`config.mk`:
```
export PLATFORM = sky130hd
export DESIGN_NAME = combination_enumerator
export DESIGN_NICKNAME = d
export VERILOG_FILES = /design/src/hdl/cenum_pkg.sv /design/src/hdl/cenum_ctrl.sv /design/src/hdl/cenum_dp.sv /design/src/hdl/combination_enumerator.sv
export SDC_FILE = /design/constraint.sdc
export NUM_CORES = 1
export LEC_CHECK = 0
export ABC_AREA = 0
export ABC_CLOCK_PERIOD_IN_PS = 5650
export BUFFER_PORTS_ARGS = -buffer_cell sky130_fd_sc_hd__buf_2
export CORE_ASPECT_RATIO = 1.1
export CORE_MARGIN = 1.5
export CORE_UTILIZATION = 40
export CTS_CLUSTER_SIZE = 24
export DETAILED_ROUTE_END_ITERATION = 7
export GPL_TIMING_DRIVEN = 0
export HOLD_SLACK_MARGIN = 0.15
export PLACE_DENSITY = 0.63
export SLEW_MARGIN = 40
export SYNTH_ARGS = -nofsm -noshare
export SYNTH_HDL_FRONTEND = slang
export SYNTH_HIERARCHICAL = 1
export SYNTH_SLANG_ARGS = --single-unit
```
`constraint.sdc`:
```
create_clock -name clk_i -period 5.65 [get_ports clk_i]
set_input_delay 1.13 -clock clk_i [delete_from_list [all_inputs] [get_ports clk_i]]
set_output_delay 1.13 -clock clk_i [all_outputs]
set_load 0.1 [all_outputs]
```
`src/hdl/cenum_pkg.sv`:
```
package cenum_pkg;

  // Largest number of elements the mask can hold
  localparam int unsigned MAX_ELEMENTS = 32;
  localparam int unsigned IDX_W = $clog2(MAX_ELEMENTS);
  localparam int unsigned CNT_W = 6;
  localparam int unsigned ELEM_W = 5;
  localparam int unsigned CFG_IDX_W = 2;

  // Register map
  localparam logic [CFG_IDX_W-1:0] RegElementCount = CFG_IDX_W'(0);
  localparam logic [CFG_IDX_W-1:0] RegSubsetSize = CFG_IDX_W'(1);

  localparam logic [CNT_W-1:0] ResetCount = CNT_W'(32);
  localparam logic [CNT_W-1:0] ResetSize = CNT_W'(1);

  typedef logic [MAX_ELEMENTS-1:0] mask_t;

  typedef enum logic [1:0] {
    StIdle,
    StPrep,
    StEmit,
    StAdvance
  } state_e;

  // Controller to datapath commands
  typedef struct packed {
    logic load_first;
    logic prep;
    logic emit;
    logic advance;
  } cmd_t;

  // Datapath to controller status
  typedef struct packed {
    logic none;
    logic last;
    logic out_free;
  } stat_t;

  // Clip the element count to the mask width
  function automatic logic [CNT_W-1:0] eff_count(logic [CNT_W-1:0] count);
    logic [CNT_W-1:0] res;
    res = count;
    if (count > CNT_W'(MAX_ELEMENTS)) begin
      res = CNT_W'(MAX_ELEMENTS);
    end
    return res;
  endfunction

  // First subset: low k positions set, or nothing for empty and bad settings
  function automatic mask_t first_mask(logic [CNT_W-1:0] n, logic [CNT_W-1:0] k);
    mask_t m;
    m = '0;
    if (k != '0 && k <= n) begin
      for (int i = 0; i < MAX_ELEMENTS; i++) begin
        m[i] = (CNT_W'(i) < k);
      end
    end
    return m;
  endfunction

endpackage

```
`src/hdl/cenum_ctrl.sv`:
```
module cenum_ctrl (
  input  logic                clk_i,
  input  logic                rst_ni,
  input  logic                in_valid_i,
  input  logic                restart_i,
  input  cenum_pkg::stat_t    stat_i,
  output cenum_pkg::cmd_t     cmd_o,
  output logic                busy_o
);
  import cenum_pkg::*;

  state_e state_q, state_d;

  // Hold the sequencer state
  always_ff @(posedge clk_i or negedge rst_ni) begin
    if (!rst_ni) begin
      state_q <= StIdle;
    end else begin
      state_q <= state_d;
    end
  end

  // Next state
  always_comb begin
    state_d = state_q;
    unique case (state_q)
      StIdle: begin
        if (in_valid_i) begin
          state_d = StPrep;
        end
      end
      StPrep: begin
        state_d = StEmit;
      end
      StEmit: begin
        if (stat_i.none) begin
          state_d = StAdvance;
        end else if (stat_i.out_free && stat_i.last) begin
          state_d = StAdvance;
        end
      end
      StAdvance: begin
        state_d = StIdle;
      end
      default: begin
        state_d = StIdle;
      end
    endcase
  end

  // Commands
  always_comb begin
    cmd_o = '0;
    busy_o = 1'b1;
    unique case (state_q)
      StIdle: begin
        busy_o = 1'b0;
        cmd_o.load_first = in_valid_i && restart_i;
      end
      StPrep: begin
        cmd_o.prep = 1'b1;
      end
      StEmit: begin
        cmd_o.emit = !stat_i.none && stat_i.out_free;
      end
      StAdvance: begin
        cmd_o.advance = 1'b1;
      end
      default: begin
        busy_o = 1'b1;
      end
    endcase
  end

endmodule

```
`src/hdl/cenum_dp.sv`:
```
module cenum_dp (
  input  logic                                 clk_i,
  input  logic                                 rst_ni,
  input  logic                                 cfg_we_i,
  input  logic [cenum_pkg::CFG_IDX_W-1:0]      cfg_index_i,
  input  logic [cenum_pkg::CNT_W-1:0]          cfg_data_i,
  input  cenum_pkg::cmd_t                      cmd_i,
  output cenum_pkg::stat_t                     stat_o,
  input  logic                                 out_stall_i,
  output logic                                 out_valid_o,
  output logic [cenum_pkg::ELEM_W-1:0]         element_index_o,
  output logic                                 last_of_subset_o,
  output logic                                 final_subset_o,
  output logic                                 empty_subset_o,
  output logic                                 bad_setting_o
);
  import cenum_pkg::*;

  logic [CNT_W-1:0] count_q, count_d, size_q, size_d;
  mask_t            mask_q, mask_d;
  mask_t            rem_q, rem_d;
  logic [IDX_W-1:0] piv_q;
  logic             fin_q, bad_q, empty_q;
  logic [CNT_W-1:0] above_q, above_d;
  logic             out_valid_q;
  logic [ELEM_W-1:0] idx_q;
  logic             last_q, fin_out_q, empty_out_q, bad_out_q;

  logic [CNT_W-1:0] n_eff;
  mask_t            cand;
  logic [IDX_W-1:0] piv_c;
  logic [IDX_W-1:0] low_idx;
  mask_t            rem_next;
  mask_t            next_mask;
  logic             special;
  logic             out_free;
  logic             reg_hit;

  assign n_eff = eff_count(count_q);
  assign special = bad_q || empty_q;
  assign out_free = !out_valid_q || !out_stall_i;
  assign reg_hit = cfg_we_i &&
                   (cfg_index_i == RegElementCount || cfg_index_i == RegSubsetSize);

  // Config registers
  always_comb begin
    count_d = count_q;
    size_d = size_q;
    if (cfg_we_i) begin
      if (cfg_index_i == RegElementCount) begin
        count_d = cfg_data_i;
      end else if (cfg_index_i == RegSubsetSize) begin
        size_d = cfg_data_i;
      end
    end
  end

  // Pivot: highest set bit followed by a clear bit inside the element range
  always_comb begin
    cand = '0;
    piv_c = '0;
    for (int i = 0; i < MAX_ELEMENTS - 1; i++) begin
      cand[i] = mask_q[i] && !mask_q[i+1] && ((CNT_W+1)'(i + 1) < {1'b0, n_eff});
    end
    for (int i = 0; i < MAX_ELEMENTS; i++) begin
      if (cand[i]) begin
        piv_c = IDX_W'(i);
      end
    end
  end

  // Lowest remaining index of the current subset
  always_comb begin
    low_idx = '0;
    for (int i = MAX_ELEMENTS - 1; i >= 0; i--) begin
      if (rem_q[i]) begin
        low_idx = IDX_W'(i);
      end
    end
  end

  assign rem_next = rem_q & (rem_q - mask_t'(1));

  // Previous permutation: keep bits below the pivot, clear the pivot,
  // pack the ones above it plus one right after it
  always_comb begin
    next_mask = '0;
    for (int i = 0; i < MAX_ELEMENTS; i++) begin
      if (IDX_W'(i) < piv_q) begin
        next_mask[i] = mask_q[i];
      end else if (IDX_W'(i) == piv_q) begin
        next_mask[i] = 1'b0;
      end else begin
        next_mask[i] = ((CNT_W+1)'(i) - (CNT_W+1)'(piv_q) - (CNT_W+1)'(1))
                       <= {1'b0, above_q};
      end
    end
  end

  // Mask update
  always_comb begin
    mask_d = mask_q;
    if (reg_hit) begin
      mask_d = first_mask(eff_count(count_d), size_d);
    end else if (cmd_i.load_first) begin
      mask_d = first_mask(n_eff, size_q);
    end else if (cmd_i.advance) begin
      if (special) begin
        mask_d = '0;
      end else if (fin_q) begin
        mask_d = first_mask(n_eff, size_q);
      end else begin
        mask_d = next_mask;
      end
    end
  end

  // Walk state for one request
  always_comb begin
    rem_d = rem_q;
    above_d = above_q;
    if (cmd_i.prep) begin
      rem_d = mask_q;
      above_d = '0;
    end else if (cmd_i.emit && !special) begin
      rem_d = rem_next;
      if (low_idx > piv_q) begin
        above_d = above_q + CNT_W'(1);
      end
    end
  end

  always_ff @(posedge clk_i or negedge rst_ni) begin
    if (!rst_ni) begin
      count_q <= ResetCount;
      size_q <= ResetSize;
      mask_q <= first_mask(eff_count(ResetCount), ResetSize);
    end else begin
      count_q <= count_d;
      size_q <= size_d;
      mask_q <= mask_d;
    end
  end

  // Per-request working registers
  always_ff @(posedge clk_i) begin
    rem_q <= rem_d;
    above_q <= above_d;
    if (cmd_i.prep) begin
      piv_q <= piv_c;
      fin_q <= (cand == '0);
      bad_q <= (size_q > n_eff);
      empty_q <= (size_q == '0);
    end
  end

  // Output register
  always_ff @(posedge clk_i or negedge rst_ni) begin
    if (!rst_ni) begin
      out_valid_q <= 1'b0;
    end else if (cmd_i.emit) begin
      out_valid_q <= 1'b1;
    end else if (!out_stall_i) begin
      out_valid_q <= 1'b0;
    end
  end

  always_ff @(posedge clk_i) begin
    if (cmd_i.emit) begin
      if (special) begin
        idx_q <= '0;
        last_q <= 1'b1;
        fin_out_q <= 1'b1;
        empty_out_q <= !bad_q;
        bad_out_q <= bad_q;
      end else begin
        idx_q <= ELEM_W'(low_idx);
        last_q <= (rem_next == '0);
        fin_out_q <= fin_q;
        empty_out_q <= 1'b0;
        bad_out_q <= 1'b0;
      end
    end
  end

  assign stat_o.none = !special && (rem_q == '0);
  assign stat_o.last = special || (rem_next == '0);
  assign stat_o.out_free = out_free;

  assign out_valid_o = out_valid_q;
  assign element_index_o = idx_q;
  assign last_of_subset_o = last_q;
  assign final_subset_o = fin_out_q;
  assign empty_subset_o = empty_out_q;
  assign bad_setting_o = bad_out_q;

endmodule

```
`src/hdl/combination_enumerator.sv`:
```
// An accepted request passes the prep state (pivot search), then the emit
//   state registers its indices, one index per cycle unless the output stalls,
//   then the mask advance; empty and bad settings give a single beat.
// The next request is taken once the mask advance is done.
// Reset (async, active low): n = 32, k = 1, mask = first subset, no beat held.
module combination_enumerator (
  input  logic                                 clk_i,
  input  logic                                 rst_ni,
  input  logic                                 in_valid_i,
  output logic                                 in_stall_o,
  input  logic                                 restart_i,
  output logic                                 out_valid_o,
  input  logic                                 out_stall_i,
  output logic [cenum_pkg::ELEM_W-1:0]         element_index_o,
  output logic                                 last_of_subset_o,
  output logic                                 final_subset_o,
  output logic                                 empty_subset_o,
  output logic                                 bad_setting_o,
  input  logic                                 cfg_valid_i,
  output logic                                 cfg_ready_o,
  input  logic [cenum_pkg::CFG_IDX_W-1:0]      cfg_index_i,
  input  logic [cenum_pkg::CNT_W-1:0]          cfg_data_i
);
  import cenum_pkg::*;

  cmd_t  cmd;
  stat_t stat;
  logic  busy;

  assign cfg_ready_o = 1'b1;
  assign in_stall_o = busy;

  cenum_ctrl u_ctrl (
    .clk_i      (clk_i),
    .rst_ni     (rst_ni),
    .in_valid_i (in_valid_i),
    .restart_i  (restart_i),
    .stat_i     (stat),
    .cmd_o      (cmd),
    .busy_o     (busy)
  );

  cenum_dp u_dp (
    .clk_i            (clk_i),
    .rst_ni           (rst_ni),
    .cfg_we_i         (cfg_valid_i && cfg_ready_o),
    .cfg_index_i      (cfg_index_i),
    .cfg_data_i       (cfg_data_i),
    .cmd_i            (cmd),
    .stat_o           (stat),
    .out_stall_i      (out_stall_i),
    .out_valid_o      (out_valid_o),
    .element_index_o  (element_index_o),
    .last_of_subset_o (last_of_subset_o),
    .final_subset_o   (final_subset_o),
    .empty_subset_o   (empty_subset_o),
    .bad_setting_o    (bad_setting_o)
  );

endmodule

```
======== After elaboration in Yosys (flattened, before gate mapping) ========
Cells that the tools add are included.
word-level totals
  flip-flop bits (word level) ............. 102
  word-level logic and storage cells ...... 663
cells by class
  $add $sub $neg .......................... 66
  order comparisons ....................... 165
  equality and inequality tests ........... 70
  mux-type cells .......................... 153
  bitwise gates (word level) .............. 1
  reduce and logical (&&, ||, !) cells .... 158
operators with widths
  kind                     number
  $lt A5 B6 Y1 const A     48
  $mux W32                 9
  $le A7 B6 Y1             32
  $sub A7 B1 Y7 const B    32
  $mux W5                  32
  $ne A5 B2 Y1 const B     32
  $lt A4 B6 Y1 const A     24
  $logic_not A32 Y1        3
  $sub A5 B5 Y6 const A    16
  $eq A5 B5 Y1 const A     16
  $lt A5 B5 Y1 const A     16
  $lt A3 B6 Y1 const A     12
  $mux W1                  72
  $logic_and A1 B1 Y1      70
  $reduce_and A2 Y1        34
  $mux W4                  16
  $mux W6                  8
  $sub A4 B5 Y6 const A    8
  $eq A4 B5 Y1 const A     8
  $lt A4 B5 Y1 const A     8
  $logic_not A1 Y1         36
  $lt A2 B6 Y1 const A     6
  $and A32 B32 Y32         1
  $sub A32 B1 Y32 const B  1
  other kinds (33)         73

======== Longest topological paths before layout ========
Gate-level depths: netlist of the first run.
  depth after elaboration ................. 34
  depth in mapped cells ................... 19

======== By module ========
Netlist of the first run, hierarchy kept.
modules (own cells, without submodules)
  module                  instances  cells an instance  area an instance (um^2)  sequential area each (um^2)
  cenum_dp                1          1668               12677.2                  2721.4
  cenum_ctrl              1          16                 182.7                    50.0
  combination_enumerator  1          2                  11.3                     0.0

======== Least setup slack after synthesis of the first run ========
Ideal clock, no wire load.
  path type ............................... register to register
  start ................................... reg u_dp.piv_q[3]
  end ..................................... reg u_dp.mask_q[21]
  setup time .............................. 125 ps
  arrival time ............................ 4119 ps
  data required time ...................... 5525 ps
  path slack .............................. 1406 ps
  stages on the path, launching flop included .. 19
  period minus slack after synthesis ...... 4244 ps
  cell sequence ........................... edfxtp_1 -> inv_1 -> clkbuf_1 -> buf_1 -> ha_1 -> clkbuf_1 -> nor2b_1 -> nor2_1 -> xnor2_1 -> nor2_1 -> mux2i_1 -> a21oi_1 -> a211oi_1 -> ha_1 -> a311oi_1 -> o31ai_1 -> a21oi_1 -> o21ai_0 -> mux2_2
on the way
  longest elaborated chain between the ends .. 10
  elaborated cells on any way between the ends .. 14
  those cells by class .................... 2 x add/sub; 2 x order compare; 2 x eq/ne; 7 x mux; 1 x reduce/logical
RTL lines
  element                   line             RTL
  start: declaration        cenum_dp.sv:22   logic [IDX_W-1:0] piv_q;
  start signal: assignment  cenum_dp.sv:150  piv_q <= piv_c;
  $sub A5 B5 Y6             cenum_dp.sv:94   next_mask[i] = ((CNT_W+1)'(i) - (CNT_W+1)'(piv_q) - (CNT_W+1)'(1))
  $sub A7 B1 Y7             cenum_dp.sv:94
  $le A7 B6 Y1              cenum_dp.sv:95   <= {1'b0, above_q};
  $mux W1                   cenum_dp.sv:91   end else if (IDX_W'(i) == piv_q) begin
  $mux W1                   cenum_dp.sv:89   if (IDX_W'(i) < piv_q) begin
  $mux W32                  cenum_dp.sv:110  end else if (fin_q) begin
  $mux W32                  cenum_dp.sv:108  if (special) begin
  $mux W32                  cenum_dp.sv:107  end else if (cmd_i.advance) begin
  $mux W32                  cenum_dp.sv:105  end else if (cmd_i.load_first) begin
  $mux W32                  cenum_dp.sv:103  if (reg_hit) begin
  end signal: assignment    cenum_dp.sv:137  mask_q <= first_mask(eff_count(ResetCount), ResetSize);
  end signal: assignment    cenum_dp.sv:141  mask_q <= mask_d;
  end: declaration          cenum_dp.sv:20   mask_t mask_q, mask_d;
Parallel ways exist; a longest one is shown, timed or not. The select of a mux whose other input is x is not followed.
A chain may end at the register's enable or synchronous reset.

======== Final worst setup path of the first run ========
  start ................................... reg u_dp.piv_q[1]
  end ..................................... reg u_dp.mask_q[0]
on the way
  longest elaborated chain between the ends .. 10
  elaborated cells on any way between the ends .. 14
  those cells by class .................... 2 x add/sub; 2 x order compare; 1 x eq/ne; 7 x mux; 2 x reduce/logical
RTL lines
  element        line
  $sub A1 B5 Y6  cenum_dp.sv:94
  $sub A7 B1 Y7  cenum_dp.sv:94
  $le A7 B6 Y1   cenum_dp.sv:95
  $mux W1        cenum_dp.sv:91
  $mux W1        cenum_dp.sv:89
  $mux W32       cenum_dp.sv:110
  $mux W32       cenum_dp.sv:108
  $mux W32       cenum_dp.sv:107
  $mux W32       cenum_dp.sv:105
  $mux W32       cenum_dp.sv:103
Parallel ways exist; a longest one is shown, timed or not. The select of a mux whose other input is x is not followed.

==> results.yml, run 1 <==
status:
  outcome: "completed"
worst_setup_path:
  cp-end-kind: "flop"
  worst-path-max-fanout: 10
  r2r_setup_slack_ns: 0.17
  r2r-end: "u_dp/mask_q[0]"
  worstSetupPathType: "reg -> reg"
  r2r_cells: 14
  cp-start-kind: "flop"
  cp_data_required_time_ns: 5.94
  critical_path_arrival_ns: 5.77
  r2r_start: "u_dp/piv_q[1]"
min_path:
  holdPathEnd: "u_dp/out_valid_o"
  hp-start: "u_dp/out_valid_o"
  whs_path_depth: 2
  hp-class: "reg -> reg"
floorplanning:
  start_util_pct: 40.8
  io_pins: 26
  placementRows: 68
  die_h_um: 191
  dieArea_um2: 33300
  core_area_um2: 31600
  die_x_um: 174
clock_network:
  cts_tree: "yes"
  cts_setup_buffers: 0
  root_buffer: "clkbuf_16"
  clockBufferDepth: 2
  cts_buffers: 9
  clkTransAtPathRegs_ns: 0.08
  clock_latency_ns: 0.36
  ctsHoldBuffers: 0
  clock-sinks: 102
  htreeDepth: 3
placement:
  dp_hpwl_um: 41000
  gp_congestion: 1.04
  dpl_cell_area_um2: 13500
  portBuffers: 24
routing:
  drt_iter0_drc: 1503
  dr.pass1.iters: 7
  viasPerCell: 6.45
  wire_per_inst_um: 24.4
  vias: 13800
  ant_nets: 0
  drc: 0
  wl_um: 52400
cells_and_area:
  mostFrequentLayoutCells: "nand2_1 (171), o21ai_0 (155), ha_1 (151), nor2_1 (150), a21oi_1 (120)"
  fin_nets: 1884
  area_delta_synth_final_pct: 7.64
  drive_above_1_share_pct: 6.03
  n_fill_cell: 3194
  fin_area_um2: 13900
  mostFrequentLayoutCell: "nand2_1"
  multi_input_area_um2: 9440
  seqCellArea_um2: 2770
  antenna_cells: 0
grt:
  grt_busiest_layer: "met2"
  grt_pass1_vias: 13100
  grt_max_degree: 48
  grt_overflow_total: 0
  grtUsageMet1_pct: 39.7
  antenna_found_initial: 0
  grtUsageMet3_pct: 3.84
  grt_pass1_wl_um: 79500
  grt_util_all_layers_pct: 31.3
  met2_usage_pct: 51.1
sta:
  finalSetupTns_ns: 0
  rsz0062_at_grt: "no"
  finalCriticalPeriod_ns: 5.48
  skew_ns: 0.0132
  worstMarginPinSlew_ns: 0.937
  setup_viol: 0
  hold_viol_final: 0
  slew_headroom_pct: 36.9
  fmax_ghz: 0.183
  final_max_slew_viol_count: 0
  finalCritPeriodShare_pct: 96.9
yosys:
  synth_async_sr_flop_share_pct: 46.1
  yosysWarnings: 6
  synth_edf_count: 49
  ys.flop_type: "edfxtp_1"
  seq_area_frac_synth_pct: 21.5
  synth_area_um2: 12900
  synth_top_area_cell: "ha_1"
  avgSynthCellArea_um2: 7.63
  synthCells: 1686
  synth_top_area_share_pct: 14.7
  synth.distinct_cells: 90
  ys_ff_latch: 102
  synth_area_leaders: "ha_1 (15%), edfxtp_1 (11%), dfrtp_1 (8.6%)"
  synth_nets: 1851
flow_run:
  cap_violations: 0
## state kept, by name (all words and copies together) (netlist names)
register               count
u_dp/out_valid_o           1
u_dp/last_of_subset_o      1
u_dp/element_index_o       5
u_dp/count_q               6
u_dp/final_subset_o        1
u_dp/empty_subset_o        1
u_dp/rem_q                32
u_dp/bad_q                 1
u_dp/piv_q                 5
u_dp/fin_q                 1
u_dp/above_q               6
u_dp/bad_setting_o         1
u_ctrl/state_q             2
u_dp/mask_q               32
u_dp/size_q                6
u_dp/empty_q               1
## layout make-up
class                      instances  area share (%)
buffer                            86            2.52
clock buffer                       9            1.63
clock inverter                     7           0.632
inverter                          87            2.38
multi-input combinational       1409            68.2
sequential                       102            20.0
tap                              420            3.79
timing repair buffer              24           0.885
## worst max path at each step
stage | cells past startpoint | start | endpoint
after CTS | 15 | u_dp/piv_q[4] | u_dp/mask_q[0]
after floorplan | 18 | u_dp/piv_q[3] | u_dp/mask_q[21]
after global routing | 17 | u_dp/piv_q[1] | u_dp/mask_q[16]
after detailed placement | 15 | u_dp/piv_q[3] | u_dp/mask_q[0]
after global placement | 15 | u_dp/piv_q[3] | u_dp/mask_q[0]
final | 14 | u_dp/piv_q[1] | u_dp/mask_q[0]
## metal layers
layer / wire length, um / part of all wire, %
met4: 3310 / 6.3
met3: 3570 / 6.8
met2: 23500 / 45
met5: 0 / 0
met1: 22000 / 42
## per-stage QoR
| stage | instances | worst slack [ns] | hold WS (ns) | util [%] |
|---|---|---|---|---|
| global placement | 2130 | -0.943 | 0.494 | 42.8 |
| CTS | 2145 | 0.0866 | 0.515 | 43.9 |
| floorplan | 1686 | 1.41 | 0.484 | - |
| global route | 2144 | 0.0211 | 0.542 | 43.9 |
| finish | 2144 | 0.173 | 0.519 | 43.9 |
| detailed placement | 2130 | -0.401 | 0.493 | 42.9 |
## synthesized netlist by cell type (11+ instances only)
library cell and n:
nor4_1 12, mux2_2 14, nand2_1 171, o211ai_1 16
a21oi_1 120, a211oi_1 20, clkbuf_1 74, nor3_1 50
nand2b_1 33, ha_1 151, a2111oi_0 18, edfxtp_1 49
xnor2_1 50, o21ai_0 155, mux2i_1 15, dfrtp_1 44
and3_1 16, nand3_1 46, nor2_1 150, nand4_1 18
nor2b_1 31, a31oi_1 31, xor2_1 15, inv_1 85
or3_1 16, and2_1 11, o31ai_1 23, o22ai_1 14
a311oi_1 11, o21a_1 16, a21o_1 22
## kinds of logic (layout without fill, tap and decap cells)
family	Yosys count	in the layout	share of synthesized area (%)
and+or+nand+nor	596	596	22.8
xor gates and xnor gates	65	65	4.42
buffers and inverters	175	213	5.26
AOI/OAI and AO/OA	564	564	28.6
DFF	102	102	21.5
muxes	30	30	2.51
other	1	1	0.0291
adders and majority gates	153	153	14.8
## critical path, stage by stage (launching register included)
cell and delay [ns]:
edfxtp_1 0.55, clkbuf_1 0.33, inv_1 0.53, ha_1 0.36, clkbuf_1 0.39, clkbuf_1 0.54, and2_1 0.26, ha_1 0.29
o31a_1 0.32, ha_1 0.30, nor2_1 0.05, a311o_1 0.28, o21ai_0 0.52, o311ai_0 0.34, mux2_2 0.34
## what timing repair did
| action | CTS | global route |
|---|---|---|
| gates resized for setup | 2 | 1 |
| setup endpoints to repair | 4 | 3 |
| cloned | 0 | 0 |
Power of run 1 is left out: the tool's default activity adds up to more than one toggle a clock period on the data nets, which glitch-free logic cannot reach.
==> run 2, diff against run 1 <==
CORE_MARGIN = 1   (was 1.5)
==> run 2 against run 1 <==
Effect of this change: cell count about the same; flip-flop and latch count is the same; first-iteration DRC count down 0.53%; critical endpoint unchanged; register-to-register slack barely moved; clock skew barely moved; non-clock buffer count is 1 higher.
==> results.yml, run 2 (synthesis results as in run 1) <==
cells_and_area:
  fin_area_um2: 13800
  mostFrequentLayoutCells: "nand2_1 (171), o21ai_0 (154), ha_1 (151), nor2_1 (150), a21oi_1 (120)"
  reg.largest.list: "u_dp/mask_q: 32 flops, u_dp/rem_q: 32 flops"
  drive_above_1_share_pct: 6.09
  mostFrequentLayoutCell: "nand2_1"
  area_delta_synth_final_pct: 7.52
  fin_nets: 1885
  fin_util_pct: 44.0
  n_fill_cell: 3259
sta:
  slew_headroom_pct: 42.1
  hold_viol_final: 0
  finalCritPeriodShare_pct: 97.1
  rsz0062_at_grt: "no"
  final_max_slew_viol_count: 0
  finalSetupTns_ns: 0
  setup_viol: 0
  skew_ns: 0.0131
  fmax_ghz: 0.182
  finalCriticalPeriod_ns: 5.49
  worstMarginPinSlew_ns: 0.861
floorplanning:
  start_util_pct: 40.9
  placementRows: 68
  dieArea_um2: 32900
  die_h_um: 190
  die_x_um: 173
  io_pins: 26
  core_area_um2: 31500
grt:
  met2_usage_pct: 51.1
  antenna_found_initial: 1
  grt_pass1_vias: 13200
  grt_util_all_layers_pct: 31.5
  grtUsageMet3_pct: 4.72
  grt_busiest_layer: "met2"
  grt_max_degree: 48
  grt_pass1_wl_um: 79300
  grtUsageMet1_pct: 39.4
  grt_overflow_total: 0
worst_setup_path:
  cp_data_required_time_ns: 5.94
  critPathBufInv: 4
  cp-end-kind: "flop"
  slowest_delay_ns: 0.58
  cp_cell_sequence: "clkbuf_1 -> inv_1 -> ha_1 -> clkbuf_1 -> clkbuf_1 -> and2_1 -> ha_1 -> o31a_1 -> ha_1 -> nor2_1 -> a311o_1 -> o21ai_0 -> o311ai_0 -> mux2_2"
  cp-start-kind: "flop"
  crit_family: "buffers and inverters"
  slowest_stage: "edfxtp_1"
  critical_path_arrival_ns: 5.78
  worst-path-max-fanout: 10
  worstSetupPathType: "reg -> reg"
routing:
  wire_per_inst_um: 24.4
  ant_nets: 0
  wl_um: 52300
  drc: 0
  viasPerCell: 6.46
  drt_iter0_drc: 1495
  dr.pass1.iters: 6
  vias: 13900
min_path:
  hp-class: "reg -> reg"
placement:
  dpl_cell_area_um2: 13500
  gp_congestion: 1.03
  portBuffers: 24
  dp_hpwl_um: 40900
clock_network:
  root_buffer: "clkbuf_16"
  clock-sinks: 102
  htreeDepth: 3
  cts_setup_buffers: 0
  cts_tree: "yes"
  clkTransAtPathRegs_ns: 0.08
  cts_buffers: 9
  clock_latency_ns: 0.36
  clockBufferDepth: 2
status:
  outcome: "completed"
flow_run:
  cap_violations: 0
[run 2: cell count changes in the layout (fill, tap and decap cells not counted), sizes merged]
cell / before / now
bufinv: 1 / 0
clkbuf: 81 / 82
diode: 0 / 1
clkinvlp: 1 / 0
inv: 88 / 90
[run 2: repair_timing]
action	4_1_cts	5_1_grt
hold buffers	0	0
setup endpoints to repair	5	2
endpoints found under the hold margin	0	0
gates resized for setup	2	3
[run 2: cell type report]
class                      instances  area (um^2)  area share, %
antenna                            1         2.50         0.0181
buffer                            87          354           2.56
clock buffer                       9          225           1.63
clock inverter                     7         62.6          0.452
inverter                          87          327           2.36
multi-input combinational       1409         9450           68.3
sequential                       102         2770           20.0
tap                              420          526           3.80
timing repair buffer              24          123          0.886
[run 2: worst register-to-register path: stages (launching register included)]
cell and delay, ns:
edfxtp_1 0.58, clkbuf_1 0.34, inv_1 0.47, ha_1 0.36, clkbuf_1 0.42, clkbuf_1 0.57, and2_1 0.26, ha_1 0.28
o31a_1 0.32, ha_1 0.29, nor2_1 0.05, a311o_1 0.27, o21ai_0 0.49, o311ai_0 0.35, mux2_2 0.35
[run 2: worst paths after layout]
path / slack, ns / cells past startpoint / start / to
setup / recovery: 0.16 / 14 / u_dp/piv_q[1] / u_dp/mask_q[0]
hold / removal: 0.52 / 2 / u_dp/out_valid_o / u_dp/out_valid_o
setup reg to reg: 0.16 / 14 / u_dp/piv_q[1] / u_dp/mask_q[0]
hold reg to reg: 0.52 / 2 / u_dp/out_valid_o / u_dp/out_valid_o
max in group asynchronous: 4.40 / 1 / rst_ni / u_dp/mask_q[3]
min in group asynchronous: 0.79 / 1 / rst_ni / u_dp/count_q[4]
[run 2: routing by layer]
metal	part of all wire (%)	up-vias
met1	41	6617
met4	6.8	2
li1	-	6376
met2	44	683
met3	7.7	182
met5	0.017	-
[run 2: through the flow]
stage	setup WS (ns)	instances	hold WS, ns
5_1_grt	0.0338	2145	0.570
2_1_floorplan	1.41	1686	0.484
6_report	0.165	2146	0.517
3_5_place_dp	-0.377	2130	0.491
4_1_cts	0.0334	2145	0.514
3_3_place_gp	-0.931	2130	0.492
Power of run 2 is left out for the same reason.
